[config.mk]
export PLATFORM = sky130hd
export DESIGN_NAME = waveform_sample_unpacker_unit
export DESIGN_NICKNAME = d
export VERILOG_FILES = /design/src/wsu_pkg.sv /design/src/wsu_ram.sv /design/src/wsu_decoder.sv /design/src/wsu_result_queue.sv /design/src/waveform_sample_unpacker_unit.sv
export SDC_FILE = /design/constraint.sdc
export NUM_CORES = 1
export LEC_CHECK = 0
export CAP_MARGIN = 10
export CORE_MARGIN = 3
export CORE_UTILIZATION = 45
export DETAILED_ROUTE_END_ITERATION = 12
export DONT_BUFFER_PORTS = 1
export GPL_TIMING_DRIVEN = 0
export HOLD_SLACK_MARGIN = 0.1
export PLACE_DENSITY_LB_ADDON = 0.3
export SLEW_MARGIN = 0
export SYNTH_ARGS = -nofsm -noshare
export SYNTH_HDL_FRONTEND = slang
export SYNTH_SLANG_ARGS = --single-unit
[constraint.sdc]
create_clock -name clock -period 6.2 [get_ports clock]
set_input_delay 0.62 -clock clock [delete_from_list [all_inputs] [get_ports clock]]
set_output_delay 0.62 -clock clock [all_outputs]
set_load 0.02 [all_outputs]
[src/wsu_pkg.sv]
// Shared types and constants of the waveform sample unpacker.
`timescale 1ns / 1ps

package wsu_pkg;

   // Sample format codes held in the format register.
   localparam logic [3:0] FMT_DIFF8   = 4'd0;
   localparam logic [3:0] FMT_LE16    = 4'd1;
   localparam logic [3:0] FMT_LE24    = 4'd2;
   localparam logic [3:0] FMT_LE32    = 4'd3;
   localparam logic [3:0] FMT_BE16    = 4'd4;
   localparam logic [3:0] FMT_OFFS8   = 4'd5;
   localparam logic [3:0] FMT_OFFS16  = 4'd6;
   localparam logic [3:0] FMT_PACK212 = 4'd7;
   localparam logic [3:0] FMT_PACK310 = 4'd8;
   localparam logic [3:0] FMT_PACK311 = 4'd9;

   // Register indexes on the configuration port.
   localparam int CSR_INDEX_W = 2;
   localparam int CSR_DATA_W  = 5;
   localparam logic [CSR_INDEX_W-1:0] CSR_FORMAT   = 2'd0;
   localparam logic [CSR_INDEX_W-1:0] CSR_CHANNELS = 2'd1;

   // Reset values of the registers.
   localparam logic [3:0] FORMAT_RESET   = FMT_LE16;
   localparam logic [4:0] CHANNELS_RESET = 5'd1;

   // Result queue between the decoder and the result port.
   localparam int QUEUE_DEPTH = 4;
   localparam int QUEUE_CNT_W = 3;

   typedef struct packed {
      logic signed [31:0] sample_value;
      logic [3:0]         channel_index;
      logic               frame_end;
      logic               last_of_run;
   } result_type;

   // Results produced by one decoded byte: none, one or two.
   typedef struct packed {
      logic [1:0]  count;
      result_type  first;
      result_type  second;
   } decode_out_type;

   typedef struct packed {
      logic                   write_enable;
      logic [CSR_INDEX_W-1:0] index;
      logic [CSR_DATA_W-1:0]  write_data;
   } csr_write_type;

endpackage

[src/wsu_ram.sv]
// Generic single-port-write, single-port-read RAM with registered read data.
`timescale 1ns / 1ps

module wsu_ram #(
   parameter int WIDTH = 32,
   parameter int DEPTH = 16,
   localparam int ADDR_W = (DEPTH > 1) ? $clog2(DEPTH) : 1
) (
   input  logic              clock,
   input  logic              wr_enable,
   input  logic [ADDR_W-1:0] wr_addr,
   input  logic [WIDTH-1:0]  wr_data,
   input  logic [ADDR_W-1:0] rd_addr,
   output logic [WIDTH-1:0]  rd_data
);

   logic [WIDTH-1:0] mem_ff [DEPTH];
   logic [WIDTH-1:0] rd_data_ff;

   // Write port and registered read port.
   always_ff @(posedge clock) begin
      if (wr_enable) begin
         mem_ff[wr_addr] <= wr_data;
      end
      rd_data_ff <= mem_ff[rd_addr];
   end

   assign rd_data = rd_data_ff;

endmodule

[src/wsu_decoder.sv]
// Byte decoder: format state, channel sequencing and the format 8 running totals.
`timescale 1ns / 1ps

module wsu_decoder import wsu_pkg::*; #(
   parameter int MAX_CHANNELS = 16
) (
   input  logic           clock,
   input  logic           reset,
   input  csr_write_type  csr,
   input  logic           decode_go,
   input  logic [7:0]     data_byte,
   output decode_out_type results
);

   localparam int CH_W  = (MAX_CHANNELS > 1) ? $clog2(MAX_CHANNELS) : 1;
   localparam int CNT_W = $clog2(MAX_CHANNELS + 1);

   logic [3:0]  format_ff, format_in;
   logic [4:0]  channels_ff, channels_in;
   logic [1:0]  pos_ff, pos_in;
   logic [23:0] part_ff, part_in;
   logic [15:0] word1_ff, word1_in;
   logic [15:0] word2_ff, word2_in;
   logic [CH_W-1:0] ch_ff, ch_in;

   logic [MAX_CHANNELS-1:0] valid_ff, valid_in;
   logic        valid_rd_ff, valid_rd_in;
   logic        bypass_ff, bypass_in;
   logic [31:0] bypass_val_ff;

   logic [CNT_W-1:0] frame_n;
   logic [CH_W-1:0]  last_ch, ch_next1, ch_next2;
   logic [23:0] part_ins;
   logic [31:0] ram_rd_data, total_base, total_sum;
   logic        ram_we;
   logic [1:0]  nres;
   logic [31:0] val0, val1;
   logic [9:0]  pack10;
   logic [11:0] pack12;
   logic [15:0] word16;
   logic [15:0] new_word;

   // Effective frame size: zero acts as one, large counts are clamped.
   always_comb begin
      if (channels_ff == 5'd0) begin
         frame_n = CNT_W'(1);
      end else if (int'(channels_ff) > MAX_CHANNELS) begin
         frame_n = CNT_W'(MAX_CHANNELS);
      end else begin
         frame_n = CNT_W'(channels_ff);
      end
      last_ch  = CH_W'(frame_n - CNT_W'(1));
      ch_next1 = (ch_ff == last_ch) ? '0 : ch_ff + CH_W'(1);
      ch_next2 = (ch_next1 == last_ch) ? '0 : ch_next1 + CH_W'(1);
   end

   // Current byte dropped into its slot of the partial little-endian word.
   always_comb begin
      part_ins = part_ff;
      case (pos_ff)
         2'd0:    part_ins[7:0]   = data_byte;
         2'd1:    part_ins[15:8]  = data_byte;
         default: part_ins[23:16] = data_byte;
      endcase
   end

   // Format 8: the stored total of this channel, forwarded if just written.
   assign total_base = bypass_ff ? bypass_val_ff : (valid_rd_ff ? ram_rd_data : 32'd0);
   assign total_sum  = total_base + {{24{data_byte[7]}}, data_byte};

   // Per-format decode of one byte and the next state.
   always_comb begin
      format_in   = format_ff;
      channels_in = channels_ff;
      pos_in      = pos_ff;
      part_in     = part_ff;
      word1_in    = word1_ff;
      word2_in    = word2_ff;
      nres        = 2'd0;
      val0        = 32'd0;
      val1        = 32'd0;
      ram_we      = 1'b0;
      pack10      = 10'd0;
      pack12      = 12'd0;
      word16      = 16'd0;
      new_word    = {data_byte, part_ff[7:0]};
      if (decode_go) begin
         case (format_ff)
            FMT_DIFF8: begin
               nres   = 2'd1;
               val0   = total_sum;
               ram_we = 1'b1;
            end
            FMT_LE16, FMT_OFFS16: begin
               if (pos_ff != 2'd0) begin
                  word16  = {data_byte, part_ff[7:0]};
                  if (format_ff == FMT_OFFS16) begin
                     word16[15] = ~word16[15];
                  end
                  val0    = {{16{word16[15]}}, word16};
                  nres    = 2'd1;
                  pos_in  = 2'd0;
                  part_in = 24'd0;
               end else begin
                  part_in = part_ins;
                  pos_in  = pos_ff + 2'd1;
               end
            end
            FMT_LE24: begin
               if (pos_ff >= 2'd2) begin
                  val0    = {{8{data_byte[7]}}, data_byte, part_ff[15:0]};
                  nres    = 2'd1;
                  pos_in  = 2'd0;
                  part_in = 24'd0;
               end else begin
                  part_in = part_ins;
                  pos_in  = pos_ff + 2'd1;
               end
            end
            FMT_LE32: begin
               if (pos_ff == 2'd3) begin
                  val0    = {data_byte, part_ff};
                  nres    = 2'd1;
                  pos_in  = 2'd0;
                  part_in = 24'd0;
               end else begin
                  part_in = part_ins;
                  pos_in  = pos_ff + 2'd1;
               end
            end
            FMT_BE16: begin
               if (pos_ff == 2'd0) begin
                  part_in = {16'd0, data_byte};
                  pos_in  = 2'd1;
               end else begin
                  val0    = {{16{part_ff[7]}}, part_ff[7:0], data_byte};
                  nres    = 2'd1;
                  pos_in  = 2'd0;
                  part_in = 24'd0;
               end
            end
            FMT_OFFS8: begin
               // Subtracting 128 from an unsigned byte flips its top bit.
               val0 = {{24{~data_byte[7]}}, ~data_byte[7], data_byte[6:0]};
               nres = 2'd1;
            end
            FMT_PACK212: begin
               if (pos_ff == 2'd0) begin
                  part_in = {16'd0, data_byte};
                  pos_in  = 2'd1;
               end else if (pos_ff == 2'd1) begin
                  word1_in = new_word;
                  pos_in   = 2'd2;
                  pack12   = new_word[11:0];
                  val0     = {{20{pack12[11]}}, pack12};
                  nres     = 2'd1;
               end else begin
                  pack12  = {word1_ff[15:12], data_byte};
                  val0    = {{20{pack12[11]}}, pack12};
                  nres    = 2'd1;
                  pos_in  = 2'd0;
                  part_in = 24'd0;
               end
            end
            FMT_PACK310: begin
               if (pos_ff == 2'd0 || pos_ff == 2'd2) begin
                  part_in = {16'd0, data_byte};
                  pos_in  = pos_ff + 2'd1;
               end else if (pos_ff == 2'd1) begin
                  word1_in = new_word;
                  pos_in   = 2'd2;
                  pack10   = new_word[10:1];
                  val0     = {{22{pack10[9]}}, pack10};
                  nres     = 2'd1;
               end else begin
                  // Last byte of the group completes two samples.
                  word2_in = new_word;
                  pos_in   = 2'd0;
                  part_in  = 24'd0;
                  pack10   = new_word[10:1];
                  val0     = {{22{pack10[9]}}, pack10};
                  val1     = {{22{new_word[15]}}, new_word[15:11], word1_ff[15:11]};
                  nres     = 2'd2;
               end
            end
            FMT_PACK311: begin
               if (pos_ff == 2'd0) begin
                  part_in = {16'd0, data_byte};
                  pos_in  = 2'd1;
               end else if (pos_ff == 2'd1) begin
                  word1_in = new_word;
                  pos_in   = 2'd2;
                  pack10   = new_word[9:0];
                  val0     = {{22{pack10[9]}}, pack10};
                  nres     = 2'd1;
               end else if (pos_ff == 2'd2) begin
                  word2_in = {8'd0, data_byte};
                  pos_in   = 2'd3;
                  pack10   = {data_byte[3:0], word1_ff[15:10]};
                  val0     = {{22{pack10[9]}}, pack10};
                  nres     = 2'd1;
               end else begin
                  word2_in = {data_byte, word2_ff[7:0]};
                  pos_in   = 2'd0;
                  part_in  = 24'd0;
                  pack10   = {data_byte[5:0], word2_ff[7:4]};
                  val0     = {{22{pack10[9]}}, pack10};
                  nres     = 2'd1;
               end
            end
            default: begin
               nres = 2'd0;
            end
         endcase
      end

      // Channel moves on by the number of samples produced.
      case (nres)
         2'd1:    ch_in = ch_next1;
         2'd2:    ch_in = ch_next2;
         default: ch_in = ch_ff;
      endcase

      // A register write restarts on a word and frame boundary.
      if (csr.write_enable && (csr.index == CSR_FORMAT || csr.index == CSR_CHANNELS)) begin
         if (csr.index == CSR_FORMAT) begin
            format_in = csr.write_data[3:0];
         end else begin
            channels_in = csr.write_data;
         end
         pos_in   = 2'd0;
         part_in  = 24'd0;
         word1_in = 16'd0;
         word2_in = 16'd0;
         ch_in    = '0;
      end
   end

   // Totals storage: valid bits stand in for the cleared reset contents.
   always_comb begin
      valid_in = valid_ff;
      if (ram_we) begin
         valid_in[ch_ff] = 1'b1;
      end
      valid_rd_in = valid_ff[ch_in];
      bypass_in   = ram_we && (ch_ff == ch_in);
   end

   wsu_ram #(
      .WIDTH (32),
      .DEPTH (MAX_CHANNELS)
   ) u_totals (
      .clock     (clock),
      .wr_enable (ram_we),
      .wr_addr   (ch_ff),
      .wr_data   (total_sum),
      .rd_addr   (ch_in),
      .rd_data   (ram_rd_data)
   );

   // State registers.
   always_ff @(posedge clock) begin
      if (reset) begin
         format_ff   <= FORMAT_RESET;
         channels_ff <= CHANNELS_RESET;
         pos_ff      <= 2'd0;
         part_ff     <= 24'd0;
         word1_ff    <= 16'd0;
         word2_ff    <= 16'd0;
         ch_ff       <= '0;
         valid_ff    <= '0;
         valid_rd_ff <= 1'b0;
         bypass_ff   <= 1'b0;
      end else begin
         format_ff   <= format_in;
         channels_ff <= channels_in;
         pos_ff      <= pos_in;
         part_ff     <= part_in;
         word1_ff    <= word1_in;
         word2_ff    <= word2_in;
         ch_ff       <= ch_in;
         valid_ff    <= valid_in;
         valid_rd_ff <= valid_rd_in;
         bypass_ff   <= bypass_in;
      end
      bypass_val_ff <= total_sum;
   end

   // Result beats handed to the queue.
   always_comb begin
      results.count                = nres;
      results.first.sample_value   = val0;
      results.first.channel_index  = 4'(ch_ff);
      results.first.frame_end      = (ch_ff == last_ch);
      results.first.last_of_run    = (nres == 2'd1);
      results.second.sample_value  = val1;
      results.second.channel_index = 4'(ch_next1);
      results.second.frame_end     = (ch_next1 == last_ch);
      results.second.last_of_run   = 1'b1;
   end

   // The channel never runs past the last one of the frame.
   a_channel_in_frame: assert property (@(posedge clock) disable iff (reset)
      ch_ff <= last_ch)
      else $error("channel beyond end of frame");

   // Only the packed 310 format yields two samples from one byte.
   a_pair_only_310: assert property (@(posedge clock) disable iff (reset)
      nres == 2'd2 |-> format_ff == FMT_PACK310 && pos_ff == 2'd3)
      else $error("two samples from a byte outside format 310");

endmodule

[src/wsu_result_queue.sv]
// Short result queue: takes up to two result beats a cycle, delivers one unless out_stall is high.
`timescale 1ns / 1ps

module wsu_result_queue import wsu_pkg::*; (
   input  logic           clock,
   input  logic           reset,
   input  decode_out_type push,
   output logic           room,
   output logic           out_valid,
   input  logic           out_stall,
   output result_type     out_beat
);

   result_type q_ff [QUEUE_DEPTH];
   result_type q_in [QUEUE_DEPTH];
   logic [QUEUE_CNT_W-1:0] count_ff, count_in;
   logic [QUEUE_CNT_W-1:0] base;
   logic pop;

   assign out_valid = (count_ff != '0);
   assign out_beat  = q_ff[0];
   assign pop       = out_valid && !out_stall;
   // Space for the largest burst one byte can cause.
   assign room      = (count_ff <= QUEUE_CNT_W'(QUEUE_DEPTH - 2));
   assign base      = count_ff - QUEUE_CNT_W'(pop);
   assign count_in  = base + QUEUE_CNT_W'(push.count);

   // Head always sits in entry 0; new beats go behind the last one held.
   always_comb begin
      for (int i = 0; i < QUEUE_DEPTH; i++) begin
         if (pop && i < QUEUE_DEPTH - 1) begin
            q_in[i] = q_ff[i + 1];
         end else begin
            q_in[i] = q_ff[i];
         end
         if (push.count != 2'd0 && QUEUE_CNT_W'(i) == base) begin
            q_in[i] = push.first;
         end
         if (push.count == 2'd2 && QUEUE_CNT_W'(i) == base + QUEUE_CNT_W'(1)) begin
            q_in[i] = push.second;
         end
      end
   end

   always_ff @(posedge clock) begin
      if (reset) begin
         count_ff <= '0;
      end else begin
         count_ff <= count_in;
      end
      for (int i = 0; i < QUEUE_DEPTH; i++) begin
         q_ff[i] <= q_in[i];
      end
   end

   // The queue never overfills.
   a_no_overflow: assert property (@(posedge clock) disable iff (reset)
      int'(count_ff) <= QUEUE_DEPTH)
      else $error("result queue overflow");

   // Nothing is pushed unless there was room for a full burst.
   a_push_with_room: assert property (@(posedge clock) disable iff (reset)
      push.count != 2'd0 |-> room)
      else $error("result pushed without room");

endmodule

[src/waveform_sample_unpacker_unit.sv]
// Top level of the waveform sample unpacker: input register, decoder and result queue.
`timescale 1ns / 1ps

// Decodes a signal data file fed one byte per beat into signed samples tagged with
// their channel, frame end and a last-of-run flag on the final sample caused by a byte.
// One byte is taken every cycle unless stalled; it waits in the input register until the
// queue has room, and its samples are registered in the queue before they leave. Most
// bytes give at most one sample, the last byte of a format 310 group gives two, and a
// four-entry result queue absorbs those so the byte rate stays at one per cycle while the
// result side keeps up. The format 8 running totals live in a small RAM with registered
// read, read ahead at the next channel and forwarded when that channel was just written.
// Registers may be written only while no byte or sample is in flight; any write of either
// register restarts packing and the channel sequence at channel 0, keeping the totals.
module waveform_sample_unpacker_unit import wsu_pkg::*; #(
   parameter int MAX_CHANNELS = 16
) (
   input  logic                   clock,
   input  logic                   reset,
   input  logic                   req_valid,
   output logic                   req_stall,
   input  logic [7:0]             req_data_byte,
   output logic                   rsp_valid,
   input  logic                   rsp_stall,
   output logic signed [31:0]     rsp_sample_value,
   output logic [3:0]             rsp_channel_index,
   output logic                   rsp_frame_end,
   output logic                   rsp_last_of_run,
   input  logic                   csr_write_enable,
   input  logic [CSR_INDEX_W-1:0] csr_index,
   input  logic [CSR_DATA_W-1:0]  csr_write_data
);

   logic           in_valid_ff, in_valid_in;
   logic [7:0]     in_byte_ff;
   logic           room;
   logic           decode_go;
   logic           accept;
   csr_write_type  csr;
   decode_out_type results;
   result_type     out_beat;

   assign csr.write_enable = csr_write_enable;
   assign csr.index        = csr_index;
   assign csr.write_data   = csr_write_data;

   // Input register: a byte waits here until the queue can hold its samples.
   assign decode_go   = in_valid_ff && room;
   assign req_stall   = in_valid_ff && !room;
   assign accept      = req_valid && !req_stall;
   assign in_valid_in = accept ? 1'b1 : (decode_go ? 1'b0 : in_valid_ff);

   always_ff @(posedge clock) begin
      if (reset) begin
         in_valid_ff <= 1'b0;
      end else begin
         in_valid_ff <= in_valid_in;
      end
      if (accept) begin
         in_byte_ff <= req_data_byte;
      end
   end

   wsu_decoder #(
      .MAX_CHANNELS (MAX_CHANNELS)
   ) u_decoder (
      .clock     (clock),
      .reset     (reset),
      .csr       (csr),
      .decode_go (decode_go),
      .data_byte (in_byte_ff),
      .results   (results)
   );

   wsu_result_queue u_queue (
      .clock     (clock),
      .reset     (reset),
      .push      (results),
      .room      (room),
      .out_valid (rsp_valid),
      .out_stall (rsp_stall),
      .out_beat  (out_beat)
   );

   assign rsp_sample_value  = out_beat.sample_value;
   assign rsp_channel_index = out_beat.channel_index;
   assign rsp_frame_end     = out_beat.frame_end;
   assign rsp_last_of_run   = out_beat.last_of_run;

   // A stall is raised only while a byte is held waiting for queue space.
   a_stall_only_when_held: assert property (@(posedge clock) disable iff (reset)
      req_stall |-> in_valid_ff && !room)
      else $error("input stalled with nothing held");

endmodule
==> results by group, run 1 <==
GRT
  • Largest net degree at the start of global routing: 39
  • Global-route wire length before repair: 157 mm
  • Initial antenna violation count: 5
  • Number of global-route vias before repair: 24500
  • Congestion Overflow GR: 0
  • Gr usage total: 0.253

Synthesis
  • Yosys warning count: 0
  • Sequential share of the synthesized area: 0.641
  • Post-synth ARST share: 0
  • #FFs+latches synth: 807
  • Post-synth EDFFs: 668
  • Syn nets: 2953
  • Synthesized area per cell: 12.4 um^2
  • Top_reg_cell synth: edfxtp_1
  • Synth cell types: 77
  • Cells after Synth: 2880
  • Syn Std Cell Area: 0.0356 mm^2

Die
  • Chip height: 287 um
  • Starting Density: 0.457
  • Die ar.: 0.0825 mm^2
  • Core footprint: 0.0780 mm^2
  • IO Count: 60
  • # rows: 102
  • Horiz. Die Dim: 287 um

Worst setup path
  • WP buf/inv: 7
  • Worst-path cell chain: inv_1 > ha_1 > clkbuf_1 > or2_2 > and3_1 > clkbuf_1 > or3_1 > nor3_2 > nand2b_1 > ha_1 > clkbuf_1 > nand2_1 > a21oi_1 > a22o_1 > buf_2 > clkbuf_4 > clkbuf_2 > a22oi_1 > a221o_1
  • CP startpoint kind: register
  • Req. time, crit path: 6.69 ns
  • Setup crit end kind: register
  • Crit-path most repeated cell: clkbuf_1
  • Cell count of the worst reg-to-reg path: 19
  • R2R Path Start: u_decoder.pos_ff[0]
  • CP delay by family, top: buffers and inverters
  • Slowest cell on the critical path: or3_1
  • Critical path fanouts, max: 10
  • Reg-to-reg endpoint: u_decoder.u_totals.rd_data[11]
  • Data arrival, critical path: 6.48 ns
  • Setup CP Type: reg2reg
  • Slowest stage delay, CP: 0.46 ns
  • R2R Setup Slk: 0.21 ns

Clock tree
  • Clk_lat worst skew: 0.66 ns
  • Number of setup buffers added after CTS: 0
  • CTS Buf Count: 85
  • Clock sinks: 807
  • CTS root buffer: clkbuf_16
  • CTS tree: done
  • H-tree depth: 3
  • Clock transition at path regs: 0.06 ns
  • Clock Path Buffers: 3

Hold path
  • Worst hold start: csr_write_data[0]
  • Hold Crit Class: in2reg
  • Hold path endpoint: u_decoder.channels_ff[0]
  • Hold Path Depth: 2

Flow run
  • Max_cap viols: 0

Route
  • Via count: 25200
  • Antenna violation net count after detailed routing: 0
  • Routed vias/inst: 6.08
  • Wire per inst: 25.6 um
  • Routed WL: 106 mm
  • DRC: 0
  • First-iteration detailed-routing DRC count: 2571
  • First-pass detailed-route iteration total: 6

STA
  • Fin Hold WS: 0.126 ns
  • Max-slew violation count: 0
  • Endpoints failing setup: 0
  • Slew at the pin with the worst max-slew slack: 1.21 ns
  • Slew HR: 0.187
  • Fin crit share: 0.966
  • Fmax: 167 MHz
  • Worst Skew: 0.0534 ns
  • RSZ-0062 raised after global routing: no
  • Fin crit period: 5.99 ns
  • Final hold viol count: 0

Placed design
  • Post-Place Cells: 3968
  • PortBufs: 0
  • Placer congestion estimate: 0.955
  • Hpwl dp: 77.1 mm

Final layout
  • Highest-count cells in the layout ignoring fill and taps: edfxtp_1, nand2_1, mux2i_1
  • Final Non-Filler Cells: 4144
  • Area Growth Syn to Fin: 14.7%
  • Filler cells: 6543
  • Nets: 3098
  • Share of cells above drive strength 1: 0.100
  • Most common cell after layout, fill and taps aside: edfxtp_1

Power
  • P_leak: 13.9 nW
  • Overall power: 0.0143 W
  • Worst vdd ir: 240 uV
  • Cell Pwr Density: 350 mW/mm^2

Run status
  • Status: finished clean
[worst reg2reg max path: stages, from the launching register on]
cell and delay (ns):
dfxtp_1 0.45, inv_1 0.14, ha_1 0.21, clkbuf_1 0.25, or2_2 0.36, and3_1 0.19, clkbuf_1 0.25, or3_1 0.46
nor3_2 0.38, nand2b_1 0.22, ha_1 0.27, clkbuf_1 0.35, nand2_1 0.09, a21oi_1 0.35, a22o_1 0.19, buf_2 0.33
clkbuf_4 0.38, clkbuf_2 0.38, a22oi_1 0.18, a221o_1 0.43
[how the worst max path moves through the flow]
stage / startpoint / to / cells after the start / slack, ns
5_1_grt: u_decoder.pos_ff[0] / u_queue.q_ff[3][36] / 17 / 0.01
3_3_place_gp: u_decoder.bypass_ff / u_queue.q_ff[0][36] / 16 / -1.93
2_1_floorplan: u_decoder.bypass_ff / u_queue.q_ff[0][36] / 16 / 1.26
3_5_place_dp: u_decoder.pos_ff[0] / u_decoder.u_totals.rd_data[11] / 19 / -0.20
6_report: u_decoder.pos_ff[0] / u_decoder.u_totals.rd_data[11] / 19 / 0.21
4_1_cts: u_decoder.pos_ff[0] / u_decoder.u_totals.rd_data[11] / 19 / 0.13
[cell usage after synthesis, types with 13 or more instances]
master | count | area (um^2)
nand2b_1 | 18 | 113
a21o_1 | 25 | 188
o21ai_0 | 95 | 475
o31ai_1 | 25 | 188
inv_1 | 40 | 150
a21oi_1 | 189 | 946
nor2_1 | 176 | 661
nand3_1 | 56 | 280
clkbuf_1 | 133 | 499
a221oi_1 | 25 | 219
dfxtp_1 | 139 | 2780
a221o_1 | 39 | 390
xor2_1 | 13 | 114
a32o_1 | 31 | 310
o211ai_1 | 14 | 105
nor3_1 | 30 | 150
a31oi_1 | 91 | 569
xnor2_1 | 23 | 201
a22o_1 | 40 | 350
ha_1 | 51 | 638
buf_2 | 49 | 245
buf_1 | 13 | 48.8
mux2i_1 | 200 | 2000
edfxtp_1 | 668 | 20100
nand2_1 | 379 | 1420
a22oi_1 | 129 | 968
nor2b_1 | 16 | 100
[metrics by stage]
stage                util  instance area, um^2  setup TNS [ns]  setup slack, ns
floorplan               -                35600               0             1.26
global placement    0.473                36900         -201.51            -1.93
detailed placement  0.485                37800           -2.45           -0.196
CTS                 0.523                40800               0            0.126
global route        0.524                40900               0           0.0105
finish              0.524                40900               0            0.208
[cell type report]
type | count | area (um^2) | share of cell area
Clock buffer | 108 | 2350 | 0.0575
Multi-Input combinational cell | 1828 | 12000 | 0.295
Buffer | 202 | 876 | 0.0214
Antenna cell | 9 | 22.5 | 0.000551
Tap cell | 1040 | 1300 | 0.0319
Inverter | 43 | 161 | 0.00395
Timing Repair Buffer | 58 | 726 | 0.0178
Clock inverter | 49 | 543 | 0.0133
Sequential cell | 807 | 22800 | 0.559
[sequential cells by signal (all words and copies together) (netlist names), 5 cells and up]
name / cells
u_decoder.bypass_val_ff: 32
u_queue.q_ff: 152
u_decoder.word1_ff: 6
u_decoder.valid_ff: 16
in_byte_ff: 8
u_decoder.channels_ff: 5
u_decoder.part_ff: 24
u_decoder.u_totals.mem_ff: 512
u_decoder.u_totals.rd_data: 32
[routing by layer]
metal,part of all wire,GRT usage
met4,0.048,0.122
met5,0,0
met3,0.069,0.0374
met1,0.41,0.325
met2,0.48,0.421
[kinds of logic after synthesis]
family	Yosys count	synth area share
mux	206	0.0581
compound gates	787	0.153
xor+xnor	37	0.00949
fa+ha+maj	53	0.0190
buf+inv	245	0.0287
flops	807	0.641
simple gates	745	0.0901
[where the power goes]
group	internal, W	leakage, nW	total [W]	switching [W]
Combinational	0.000681	5.31	0.00227	0.00159
Clock	0.00301	1.41	0.00519	0.00218
Sequential	0.00660	7.17	0.00685	0.000253
[timing repair]
action                                  4_1_cts  5_1_grt
resized for setup                             4       16
endpoints found under the hold margin         9        0
hold buffers                                  9        0
endpoints found under the setup margin       20       24
Power figures use the tool's default switching activity.
==> run 2: changes to the inputs <==
--- a/config.mk
+++ b/config.mk
@@ -16,4 +16,5 @@
 export SLEW_MARGIN = 0
 export SYNTH_ARGS = -nofsm -noshare
 export SYNTH_HDL_FRONTEND = slang
+export SYNTH_HIERARCHICAL = 1
 export SYNTH_SLANG_ARGS = --single-unit
==> results by group, run 2 <==
Run status
  • Status: finished, violations left
  • Failing checks: setup timing

GRT
  • Gr usage total: 0.242 (-0.0114)
  • Congestion Overflow GR: 0 (unchanged)
  • Initial antenna violation count: 1 (-4)
  • Largest net degree at the start of global routing: 28 (-28%)
  • Number of global-route vias before repair: 25000 (+1.9%)
  • Global-route wire length before repair: 157 mm (+0.20%)

Synthesis
  • Post-synth EDFFs: 672 (+0.60%)
  • #FFs+latches synth: 807 (unchanged)
  • Top_reg_cell synth: edfxtp_1
  • Syn Std Cell Area: 0.0366 mm^2 (+2.8%)
  • Syn nets: 2745 (-7.0%)
  • Synth area leaders: edfxtp_1, mux4_2, dfxtp_1
  • Yosys top cell by area: edfxtp_1
  • Synth cell types: 86 (+12%)
  • Synthesized area per cell: 13.7 um^2 (+11%)
  • Cells after Synth: 2674 (-7.2%)
  • Post-synth ARST share: 0 (unchanged)
  • Top cells by count, synth: edfxtp_1, a31oi_1, dfxtp_1, nor3_1, clkbuf_1
  • Sequential share of the synthesized area: 0.625 (-0.0162)
  • Share of the synthesized area in the top cell type: 0.551 (-0.0119)
  • Yosys warning count: 6 (+6)
  • Top-count cell post-synth: edfxtp_1

Flow run
  • Max_cap viols: 0 (unchanged)

Final layout
  • Share of cells above drive strength 1: 0.177 (+0.0768)
  • Largest register FFs: 512 (unchanged)
  • Nets: 2893 (-6.6%)
  • Most common cell after layout, fill and taps aside: edfxtp_1
  • Area Growth Syn to Fin: 14.5%
  • Most flops, register: u_decoder/u_totals/mem_ff
  • Final Core Density: 0.525 (+0.00119)
  • Filler cells: 6486 (-0.87%)
  • Top flop regs: u_decoder/u_totals/mem_ff: 512 flops, u_queue/q_ff: 152 flops
  • Highest-count cells in the layout ignoring fill and taps: edfxtp_1, a31oi_1, clkbuf_1

STA
  • Fmax: 161 MHz (-3.6%)
  • Slew HR: 0.152 (-0.0350)
  • Fin crit period: 6.22 ns (+0.224 ns)
  • Worst Skew: 0.0398 ns (-0.0136 ns)
  • Fin crit share: 1.00 (+0.0361)
  • Endpoints failing setup: 1 (+1)
  • Final hold viol count: 0 (unchanged)
  • Slew at the pin with the worst max-slew slack: 1.27 ns (+0.0618 ns)
  • Fin Hold WS: 0.139 ns (+0.0132 ns)
  • PnR worst setup slack: -0.0154 ns (-0.224 ns)
  • Max-slew violation count: 0 (unchanged)

Clock tree
  • CTS tree: done
  • Clock Path Buffers: 3 (unchanged)
  • Clock transition at path regs: 0.06 ns (about the same)
  • H-tree depth: 3 (unchanged)
  • Clock sinks: 807 (unchanged)
  • CTS Buf Count: 84 (-1.2%)
  • CTS root buffer: clkbuf_16
  • Clk_lat worst skew: 0.65 ns (about the same)

Worst setup path
  • Reg-to-reg endpoint: u_queue/q_ff[2][22]
  • Cell count of the worst reg-to-reg path: 19 (unchanged)
  • WP buf/inv: 2 (-5)
  • Critical path fanouts, max: 10 (unchanged)
  • CP startpoint kind: register
  • Setup crit end kind: register
  • R2R Setup Slk: -0.02 ns (-0.22 ns)
  • Req. time, crit path: 6.68 ns (about the same)
  • Data arrival, critical path: 6.70 ns (+0.22 ns)
  • Slowest stage delay, CP: 0.58 ns (+0.12 ns)
  • Crit-path most repeated cell: a21oi_1
  • Slowest cell on the critical path: a21oi_1
  • R2R Path Start: u_decoder/bypass_ff
  • Setup CP Type: reg2reg
  • Worst-path cell chain: nor2b_1 > clkbuf_2 > a22o_1 > ha_1 > fa_1 > a21o_1 > a21oi_1 > o21ai_1 > a21o_1 > a21oi_1 > o21ai_1 > o31ai_2 > o21bai_1 > xor2_1 > nand2_1 > a21oi_1 > inv_1 > or4_1 > a31oi_1
  • CP Depth: 19 (unchanged)
  • CP delay by family, top: compound AO/OA/AOI/OAI gates

Route
  • Routed vias/inst: 6.41 (+5.4%)
  • First-pass detailed-route iteration total: 7 (+1)
  • Antenna violation net count after detailed routing: 0 (unchanged)
  • DRC: 0 (unchanged)
  • Via count: 25300 (+0.35%)
  • Routed WL: 104 mm (-1.9%)
  • First-iteration detailed-routing DRC count: 3163 (+23%)
  • Wire per inst: 26.4 um (+3.1%)

Hold path
  • Hold Path Depth: 2 (unchanged)
  • Hold path endpoint: u_decoder/channels_ff[1]
  • Hold Crit Class: in2reg
  • Worst hold start: csr_write_data[1]

Placed design
  • PortBufs: 0 (unchanged)
  • Placer congestion estimate: 0.953 (-0.28%)
  • Hpwl dp: 72.7 mm (-5.7%)

Power
  • P_leak: 13.4 nW (-3.3%)
  • Overall power: 0.0149 W (+4.3%)
  • Cell Pwr Density: 356 mW/mm^2 (+1.7%)
  • Worst vdd ir: 308 uV (+28%)

Die
  • Core footprint: 0.0798 mm^2 (+2.3%)
  • IO Count: 60 (unchanged)
  • Die ar.: 0.0848 mm^2 (+2.7%)
  • Horiz. Die Dim: 291 um (+1.3%)
  • # rows: 103 (+0.98%)
  • Starting Density: 0.459 (+0.00210)
  • Chip height: 291 um (+1.3%)
==> run 2: metal layers <==
metal	global-route usage	part of all wire
met5	0	0
met4	0.0805	0.035
met3	0.0385	0.091
met2	0.393	0.48
met1	0.333	0.40
==> run 2: repair_timing <==
action / in CTS / in global routing
resized for setup: 26 / 16
hold buffers: 14 / 0
pin swaps: 2 / 1
setup endpoints to repair: 87 / 75
setup buffers: 2 / 0
endpoints found under the hold margin: 17 / 0
==> run 2: layout make-up <==
class	instances	area, um^2	share of cell area
well taps	1050	1310	0.0314
inverters	71	267	0.00636
repair buffers	64	848	0.0203
multi-input cells	1555	12700	0.303
clock inverters	50	474	0.0113
flip-flops and latches	807	22900	0.546
diodes	1	2.50	0.0000597
clock buffers	107	2250	0.0537
plain buffers	239	1170	0.0279
==> run 2: worst max path at each step <==
| stage | from | endpoint | slack [ns] |
|---|---|---|---|
| 6_report | u_decoder/bypass_ff | u_queue/q_ff[2][22] | -0.02 |
| 3_5_place_dp | u_decoder/bypass_ff | u_queue/q_ff[1][32] | -1.12 |
| 3_3_place_gp | u_decoder/pos_ff[0] | u_queue/q_ff[1][20] | -3.12 |
| 5_1_grt | u_decoder/valid_rd_ff | u_queue/q_ff[2][27] | -0.04 |
| 2_1_floorplan | u_decoder/pos_ff[0] | u_queue/q_ff[1][0] | 0.09 |
| 4_1_cts | u_decoder/valid_rd_ff | u_queue/q_ff[2][25] | 0.0009 |
==> run 2: worst register-to-register path: cells and delay by family, from the launching register on <==
kind | cells | cell delay, ns
compound gates | 11 | 3.22
xor+xnor | 1 | 0.43
fa+ha+maj | 2 | 0.63
flops | 1 | 0.49
simple gates | 3 | 0.88
buf+inv | 2 | 0.41
==> run 2: per-stage QoR <==
step                std cells  TNS (ns)  area, um^2  setup slack [ns]
floorplan                2674         0       36600            0.0900
global placement         3724   -765.44       37900             -3.12
detailed placement       3768    -31.90       38700             -1.12
CTS                      3940         0       41800          0.000939
global route             3943   -0.0694       41900           -0.0358
finish                   3944   -0.0154       41900           -0.0154
==> run 2: cells by family after synthesis <==
| kind of cell | synth area share |
|---|---|
| AOI/OAI and AO/OA | 0.121 |
| xor gates and xnor gates | 0.00950 |
| adders and majority gates | 0.0178 |
| buffers and inverters | 0.0385 |
| DFF | 0.625 |
| muxes | 0.0992 |
| other | 0.000102 |
| and+or+nand+nor | 0.0882 |
==> run 2: power by group <==
group          total [W]  leakage (nW)  switching, W  internal [W]
Clock            0.00496          1.33       0.00212       0.00284
Combinational    0.00326          4.91       0.00244      0.000821
Sequential       0.00670          7.19      0.000227       0.00648
Total             0.0149          13.4       0.00478        0.0101
